## src/sv/hrd_pkg.sv

```systemverilog
`timescale 1ns / 1ps
// ---------------------------------------------------------------------------
// hrd_pkg
// Shared constants and types for the HTTP redirect detector: status line
// and header patterns, counter widths and the matcher control struct.
// ---------------------------------------------------------------------------
package hrd_pkg;

  localparam int StatusLen = 13;
  localparam int HdrLen    = 19;
  localparam int PosW      = $clog2(StatusLen + 1);
  localparam int ProgW     = $clog2(HdrLen + 1);

  localparam logic [7:0] ChCr = 8'h0D;
  localparam logic [7:0] ChLf = 8'h0A;

  typedef logic [7:0] byte_t;
  typedef byte_t status_pat_t [StatusLen];
  typedef byte_t hdr_pat_t [HdrLen];

  localparam status_pat_t StatusV10 = '{
    "H", "T", "T", "P", "/", "1", ".", "0", " ", "3", "0", "2", " "
  };
  localparam status_pat_t StatusV11 = '{
    "H", "T", "T", "P", "/", "1", ".", "1", " ", "3", "0", "2", " "
  };
  localparam hdr_pat_t HdrLocation = '{
    ChCr, ChLf, "L", "o", "c", "a", "t", "i", "o", "n", ":", " ",
    "h", "t", "t", "p", ":", "/", "/"
  };
  localparam hdr_pat_t HdrClose = '{
    ChCr, ChLf, "C", "o", "n", "n", "e", "c", "t", "i", "o", "n", ":",
    " ", "c", "l", "o", "s", "e"
  };

  typedef struct packed {
    logic step;
    logic clear;
  } match_ctl_t;

endpackage

```

## src/sv/hrd_if.sv

```systemverilog
`timescale 1ns / 1ps
// ---------------------------------------------------------------------------
// hrd_if
// Valid/ready channels: payload byte words in, verdict words out.
// ---------------------------------------------------------------------------
interface hrd_in_if;
  logic       valid;
  logic       ready;
  logic [7:0] data_byte;
  logic       last_byte;

  modport source (output valid, output data_byte, output last_byte, input ready);
  modport sink   (input valid, input data_byte, input last_byte, output ready);
endinterface

interface hrd_out_if;
  logic valid;
  logic ready;
  logic is_redirect;
  logic status_matched;
  logic location_seen;
  logic close_seen;

  modport source (output valid, output is_redirect, output status_matched,
                  output location_seen, output close_seen, input ready);
  modport sink   (input valid, input is_redirect, input status_matched,
                  input location_seen, input close_seen, output ready);
endinterface

```

## src/sv/hrd_matcher.sv

```systemverilog
`timescale 1ns / 1ps
// ---------------------------------------------------------------------------
// hrd_matcher
// Fixed-string search over a byte stream. Tracks matched length and a sticky
// found flag; clears on the last byte of a payload.
// ---------------------------------------------------------------------------
module hrd_matcher (
  input  logic               clk,
  input  logic               rst_n,
  input  hrd_pkg::hdr_pat_t  pat,
  input  hrd_pkg::match_ctl_t ctl,
  input  hrd_pkg::byte_t     data_byte,
  output logic               found
);
  import hrd_pkg::*;

  logic [ProgW-1:0] prog_r, prog_nxt;
  logic             found_r, found_nxt;
  logic [ProgW-1:0] adv;
  logic             hit;

  always_comb begin
    if ((prog_r < ProgW'(HdrLen)) && (pat[prog_r] == data_byte)) begin
      adv = prog_r + ProgW'(1);
    end else if (data_byte == ChCr) begin
      adv = ProgW'(1);
    end else begin
      adv = '0;
    end
  end

  assign hit   = !found_r && (adv == ProgW'(HdrLen));
  assign found = found_r | hit;

  always_comb begin
    prog_nxt  = prog_r;
    found_nxt = found_r;
    if (ctl.step) begin
      if (ctl.clear) begin
        prog_nxt  = '0;
        found_nxt = 1'b0;
      end else if (!found_r) begin
        prog_nxt  = hit ? '0 : adv;
        found_nxt = hit;
      end
    end
  end

  always_ff @(posedge clk) begin
    if (!rst_n) begin
      prog_r  <= '0;
      found_r <= 1'b0;
    end else begin
      prog_r  <= prog_nxt;
      found_r <= found_nxt;
    end
  end

endmodule

```

## src/sv/http_redirect_detector_top.sv

```systemverilog
`timescale 1ns / 1ps
// ---------------------------------------------------------------------------
// http_redirect_detector_top
// Judges whether a TCP payload is a plain-http 302 redirect that closes
// the connection.
//
// in_ch carries one payload byte per word, last_byte marking the final one.
// out_ch carries one verdict word per payload, for its last byte only:
// is_redirect, status_matched, location_seen, close_seen.
// A byte word is taken into an input register; from there it updates the
// status-line check and both header matchers and, on a last byte, loads the
// output register. Throughput is one byte per cycle unless a last byte
// stalls.
// The output register lets the input keep flowing while a verdict waits;
// only a last byte stalls, in the input register, while an earlier verdict
// is still untaken, and in_ch.ready then drops.
// Reset (rst_n low, synchronous) empties both registers and returns all
// match state to the start of a payload. After each last byte the state
// returns to the same start values.
// ---------------------------------------------------------------------------
module http_redirect_detector_top (
  input logic      clk,
  input logic      rst_n,
  hrd_in_if.sink   in_ch,
  hrd_out_if.source out_ch
);
  import hrd_pkg::*;

  logic            s1_valid_r;
  byte_t           s1_byte_r;
  logic            s1_last_r;
  logic            s1_go;
  logic            out_free;

  logic [PosW-1:0] pos_r, pos_nxt;
  logic            ok11_r, ok11_nxt;
  logic            ok10_r, ok10_nxt;
  logic            status_hit;

  match_ctl_t      mctl;
  logic            loc_found;
  logic            cls_found;

  logic            out_valid_r;
  logic            out_redirect_r;
  logic            out_status_r;
  logic            out_loc_r;
  logic            out_cls_r;

  assign out_free    = !out_valid_r || out_ch.ready;
  assign s1_go       = s1_valid_r && (!s1_last_r || out_free);
  assign in_ch.ready = !s1_valid_r || s1_go;

  always_ff @(posedge clk) begin
    if (!rst_n) begin
      s1_valid_r <= 1'b0;
    end else if (in_ch.ready) begin
      s1_valid_r <= in_ch.valid;
    end
  end

  always_ff @(posedge clk) begin
    if (in_ch.ready && in_ch.valid) begin
      s1_byte_r <= in_ch.data_byte;
      s1_last_r <= in_ch.last_byte;
    end
  end

  // status line check over the first bytes
  always_comb begin
    pos_nxt  = pos_r;
    ok11_nxt = ok11_r;
    ok10_nxt = ok10_r;
    if (pos_r < PosW'(StatusLen)) begin
      if (s1_byte_r != StatusV11[pos_r]) ok11_nxt = 1'b0;
      if (s1_byte_r != StatusV10[pos_r]) ok10_nxt = 1'b0;
      pos_nxt = pos_r + PosW'(1);
    end
  end

  assign status_hit = (pos_nxt == PosW'(StatusLen)) && (ok11_nxt || ok10_nxt);

  always_ff @(posedge clk) begin
    if (!rst_n) begin
      pos_r  <= '0;
      ok11_r <= 1'b1;
      ok10_r <= 1'b1;
    end else if (s1_go) begin
      if (s1_last_r) begin
        pos_r  <= '0;
        ok11_r <= 1'b1;
        ok10_r <= 1'b1;
      end else begin
        pos_r  <= pos_nxt;
        ok11_r <= ok11_nxt;
        ok10_r <= ok10_nxt;
      end
    end
  end

  assign mctl.step  = s1_go;
  assign mctl.clear = s1_last_r;

  hrd_matcher u_loc (
    .clk       (clk),
    .rst_n     (rst_n),
    .pat       (HdrLocation),
    .ctl       (mctl),
    .data_byte (s1_byte_r),
    .found     (loc_found)
  );

  hrd_matcher u_cls (
    .clk       (clk),
    .rst_n     (rst_n),
    .pat       (HdrClose),
    .ctl       (mctl),
    .data_byte (s1_byte_r),
    .found     (cls_found)
  );

  always_ff @(posedge clk) begin
    if (!rst_n) begin
      out_valid_r <= 1'b0;
    end else if (s1_go && s1_last_r) begin
      out_valid_r <= 1'b1;
    end else if (out_ch.ready) begin
      out_valid_r <= 1'b0;
    end
  end

  always_ff @(posedge clk) begin
    if (s1_go && s1_last_r) begin
      out_redirect_r <= status_hit && loc_found && cls_found;
      out_status_r   <= status_hit;
      out_loc_r      <= loc_found;
      out_cls_r      <= cls_found;
    end
  end

  assign out_ch.valid          = out_valid_r;
  assign out_ch.is_redirect    = out_redirect_r;
  assign out_ch.status_matched = out_status_r;
  assign out_ch.location_seen  = out_loc_r;
  assign out_ch.close_seen     = out_cls_r;

  a_pos_range: assert property (@(posedge clk) disable iff (!rst_n)
    pos_r <= PosW'(StatusLen))
    else $error("status position beyond status line");

  a_restart: assert property (@(posedge clk) disable iff (!rst_n)
    s1_go && s1_last_r |=> pos_r == '0 && ok11_r && ok10_r)
    else $error("status check not restarted after last byte");

  a_verdict_src: assert property (@(posedge clk) disable iff (!rst_n)
    $rose(out_valid_r) |-> $past(s1_valid_r && s1_last_r))
    else $error("verdict without a last byte");

  a_verdict_and: assert property (@(posedge clk) disable iff (!rst_n)
    out_valid_r |-> out_redirect_r == (out_status_r && out_loc_r && out_cls_r))
    else $error("redirect verdict disagrees with findings");

endmodule

```

## src/flat_wrapper.sv

```systemverilog
// flat-port wrapper written by rule: the top's interface ports become plain ports
module http_redirect_detector_top_flat import hrd_pkg::*;
  (clk, rst_n, in_ch_valid, in_ch_data_byte, in_ch_last_byte, in_ch_ready, out_ch_valid, out_ch_is_redirect, out_ch_status_matched, out_ch_location_seen, out_ch_close_seen, out_ch_ready);
  hrd_in_if in_ch_i ();
  hrd_out_if out_ch_i ();
  input logic clk;
  input logic rst_n;
  input wire logic [$bits(in_ch_i.valid)-1:0] in_ch_valid;
  input wire logic [$bits(in_ch_i.data_byte)-1:0] in_ch_data_byte;
  input wire logic [$bits(in_ch_i.last_byte)-1:0] in_ch_last_byte;
  output wire logic [$bits(in_ch_i.ready)-1:0] in_ch_ready;
  output wire logic [$bits(out_ch_i.valid)-1:0] out_ch_valid;
  output wire logic [$bits(out_ch_i.is_redirect)-1:0] out_ch_is_redirect;
  output wire logic [$bits(out_ch_i.status_matched)-1:0] out_ch_status_matched;
  output wire logic [$bits(out_ch_i.location_seen)-1:0] out_ch_location_seen;
  output wire logic [$bits(out_ch_i.close_seen)-1:0] out_ch_close_seen;
  input wire logic [$bits(out_ch_i.ready)-1:0] out_ch_ready;
  assign in_ch_i.valid = in_ch_valid;
  assign in_ch_i.data_byte = in_ch_data_byte;
  assign in_ch_i.last_byte = in_ch_last_byte;
  assign in_ch_ready = in_ch_i.ready;
  assign out_ch_valid = out_ch_i.valid;
  assign out_ch_is_redirect = out_ch_i.is_redirect;
  assign out_ch_status_matched = out_ch_i.status_matched;
  assign out_ch_location_seen = out_ch_i.location_seen;
  assign out_ch_close_seen = out_ch_i.close_seen;
  assign out_ch_i.ready = out_ch_ready;
  http_redirect_detector_top u_core (.clk(clk), .rst_n(rst_n), .in_ch(in_ch_i), .out_ch(out_ch_i));
endmodule
```

## config.mk

```make
export PLATFORM = sky130hd
export DESIGN_NAME = http_redirect_detector_top_flat
export DESIGN_NICKNAME = d
export VERILOG_FILES = /design/src/sv/hrd_pkg.sv /design/src/sv/hrd_if.sv /design/src/sv/hrd_matcher.sv /design/src/sv/http_redirect_detector_top.sv /design/src/flat_wrapper.sv
export SDC_FILE = /design/constraint.sdc
export NUM_CORES = 1
export LEC_CHECK = 0
export BUFFER_PORTS_ARGS = -buffer_cell sky130_fd_sc_hd__buf_2
export CAP_MARGIN = 0
export CORE_MARGIN = 2
export CORE_UTILIZATION = 50
export CTS_BUF_LIST = sky130_fd_sc_hd__clkbuf_4 sky130_fd_sc_hd__clkbuf_8
export DETAILED_ROUTE_END_ITERATION = 6
export GPL_TIMING_DRIVEN = 1
export PLACE_DENSITY = 0.69
export SLEW_MARGIN = 20
export SYNTH_ARGS = -nofsm -noshare
export SYNTH_HDL_FRONTEND = slang
export SYNTH_HIERARCHICAL = 1
export SYNTH_SLANG_ARGS = --single-unit
```

## constraint.sdc

```tcl
create_clock -name clk -period 5 [get_ports clk]
set_input_delay 0.25 -clock clk [delete_from_list [all_inputs] [get_ports clk]]
set_output_delay 0.25 -clock clk [all_outputs]
set_load 0.01 [all_outputs]
```

==> results.md <==
- TritonRoute pass-1 iters: 5
- Combinational share of power: 0.269
- Ys async rst share: 0
- Worst R2R End: u_core/out_ch.is_redirect$_DFFE_PP_
- Most frequent cells in the layout: conb_1, mux2i_1, nand2_1
- Clock latency on the worst-skew pair: about 0.28 ns
- Std cell rows: 38
- Critical Path Stages: 9
- Fillers: slightly above 1,000
- Critical R2R Launch: u_core/u_cls/prog_r[0]$_SDFFE_PN0P_
- P_sw: roughly 220 uW
- Final wirelength: about 15 mm
- DRT iter0 DRCs: 496
- FF-to-FF setup slack: 1.19 ns
- Critical Path End: u_core/out_ch.is_redirect$_DFFE_PP_
- Synth Instances: 640
- Hold WS: 0.138 ns
- H-tree levels: 2
- Clock Skew: 0.00436 ns
- Hold buffer count at cts: 0
- GRT Total Usage: 0.241
- Cell family with most CP delay: compound AO/OA/AOI/OAI gates
- Worst Path Required: approximately 5.1 ns
- Final Slew Violations: 0
- Worst r2r path cells: 9
- Fin worst setup slack: 1.19 ns
- Crit path launch type: register
- Slew margin rel.: 0.318
- Hold violation count in the final report: 0
- Worst-path clk slew: approximately 0.070 ns
- Share of cells above drive strength 1: 0.114
- Vias in the first global route: approximately 5,200
- IO Count: 19
- WP buf/inv: 0
- Worst path max stage delay: 0.92 ns
- Number of synthesized register bits: 33
- Hold WC Path Type: in2reg
- RSZ-0062 raised after global routing: no
- CTS root buf: clkbuf_8
- Hold Path Stages: 1
- Cell area after synthesis: 5690 sq um
- Final core occ: 0.624
- Drt wl/cell: 13.9 microns
- Worst path arrival time: 3.93 ns
- Yosys Warn Count: 6
- Post-synth EDFFs: 13
- Hpwl dp: 11.0 mm
- Syn-to-layout area delta: 20.4%
- DIE AREA: 12,300 sq um
- Total CTS buffers: 5
- DR vias: 5,596
- Crit share post-route: 0.762
- Vias per inst: 5.27
- Power share of the sequential group: 0.447
- Pin count of the biggest net entering global routing: 39
- Pwr dens: approximately 100 nW/um^2
- Most common cell after layout, fill and taps aside: conb_1
- Top FF cell, synth: dfxtp_1
- Layout Nets: 941
- Die Width: 111 microns
- Max_cap viols: 0
- Fmax: 263 MHz
- Total Power: 695 uW
- Initial antenna violation count: 0
- Seq/Total Area, Yosys: 0.139
- Setup violators final: 0
- Number of diodes: 0
- Worst-Margin Slew: 1.02 ns
- First-pass GRT wire length: 24.8 mm
- Post-route ant nets: 0
- Internal Power: 473 uW
- Max VDD drop: 0.180 mV
- Setup TNS: 0 ns
- Clock sink count: 33
- Clock power frac: 0.284
- Port Buffer Count: 18
- Status: finished, final reports clean
- Max Fanout on Critical Path: 35
- Total gr overflow: 0
- Cell Chain, Critical Path: nor2b_1, a22o_1, o311a_1, a22o_1, or4_1, or4_4, o31ai_1, nand2_1, a211oi_2
- DRC viols: 0
- Minimum clock period: about 3.8 ns
- Beginning of the critical path: u_core/u_cls/prog_r[0]$_SDFFE_PN0P_
- Place WS: 1.17 ns
- Sw Share: 0.319
- Leakage: roughly 0.0027 uW
- Post-Synthesis Mean Instance Area: 8.89 sq um
- Share of the synthesized area in the top cell type: 0.142
- Ranking of synthesized cells by area: mux4_2, mux2i_1, dfxtp_1, edfxtp_1, nand2_1
- Longest Clk Path Bufs: 2
- Setup bufs post-CTS: 0
- Synth area leader: mux4_2
- Number of distinct library cells after synthesis: 83
- Die H: around 110 microns
- Post_cts resized: 0
- Cell mode on critical path: a22o_1
- TritonCTS clock tree: yes
- CP max stage cell: dfxtp_2
- Core ar.: 11,000 sq um
- WS Path Type: reg2reg
- Initial Utilization: 0.518
- Routability Congestion: approximately 0.87
- CP endpoint kind: register
metal layers:
layer,global-route usage,share of wire,vias up
met5,0,0,-
met4,0.0700,0.017,0
met3,0.0312,0.063,27
met2,0.393,0.46,180
met1,0.336,0.46,2593
li1,-,-,2796
registers in the layout, summed over array words and instances (netlist names):
register                      flops
u_core/ok11_r                     1
u_core/s1_valid_r                 1
u_core/u_loc/found_r              1
u_core/u_cls/prog_r               5
u_core/ok10_r                     1
u_core/out_ch.location_seen       1
u_core/u_loc/prog_r               5
u_core/out_ch.is_redirect         1
u_core/s1_byte_r                  8
u_core/pos_r                      4
u_core/u_cls/found_r              1
u_core/out_ch.close_seen          1
u_core/s1_last_r                  1
u_core/out_ch.status_matched      1
u_core/out_ch.valid               1
power by group through the flow:
stage | logic [uW] | clock network (uW) | registers, uW
after floorplan | 150 | 0 | 305
after global placement | 172 | 0 | 315
after detailed placement | 175 | 0 | 316
after CTS | 176 | 204 | 310
after global routing | 214 | 213 | 312
final | 187 | 198 | 311
synthesized netlist by cell type (5+ instances only):
master,count
mux2i_1,75
nand2_1,62
mux4_2,36
nand3_1,28
nor2_1,23
nor3_1,21
dfxtp_1,20
o21ai_0,20
clkbuf_1,17
a22o_1,16
inv_1,16
buf_6,14
a21oi_1,13
edfxtp_1,13
xnor2_1,13
nor2b_1,12
a22oi_1,10
o211ai_1,10
o31ai_1,9
a31oi_1,8
buf_2,8
ha_1,8
mux2_2,8
or3_1,8
or4_1,8
a21o_1,7
buf_4,7
nand4_1,7
a221oi_1,6
nand2b_1,6
o2bb2ai_1,6
a211oi_1,5
o21a_1,5
layout make-up:
class	count	area [sq um]	share of cell area
well taps	140	175	0.0256
clock buffers	6	76.3	0.0111
flip-flops and latches	33	796	0.116
repair buffers	25	155	0.0226
multi-input cells	835	5560	0.812
clock inverters	2	11.3	0.00164
inverters	20	75.1	0.0110
metrics by stage:
step,instances,cell area (sq um)
after CTS,1061,6850
after floorplan,942,6820
after global placement,1053,6760
final,1061,6850
after detailed placement,1053,6760
after global routing,1061,6850
worst min-delay path by stage:
stage,start,to,slack (ns)
floorplan,rst_n,u_core/ok10_r$_SDFFE_PN1P_,0.32
global placement,in_ch_data_byte[7],u_core/s1_byte_r[7]$_DFFE_PP_,0.43
detailed placement,in_ch_data_byte[7],u_core/s1_byte_r[7]$_DFFE_PP_,0.43
CTS,in_ch_data_byte[7],u_core/s1_byte_r[7]$_DFFE_PP_,0.13
global route,in_ch_last_byte,u_core/s1_last_r$_DFFE_PP_,0.13
finish,in_ch_data_byte[7],u_core/s1_byte_r[7]$_DFFE_PP_,0.14
cells by family after synthesis:
kind of cell	synth area share
mux	0.299
xor+xnor	0.0262
simple gates	0.209
flops	0.139
fa+ha+maj	0.0176
buf+inv	0.0838
compound gates	0.224
other cells	0.00132
No activity file was read; power rests on OpenSTA's default activity.
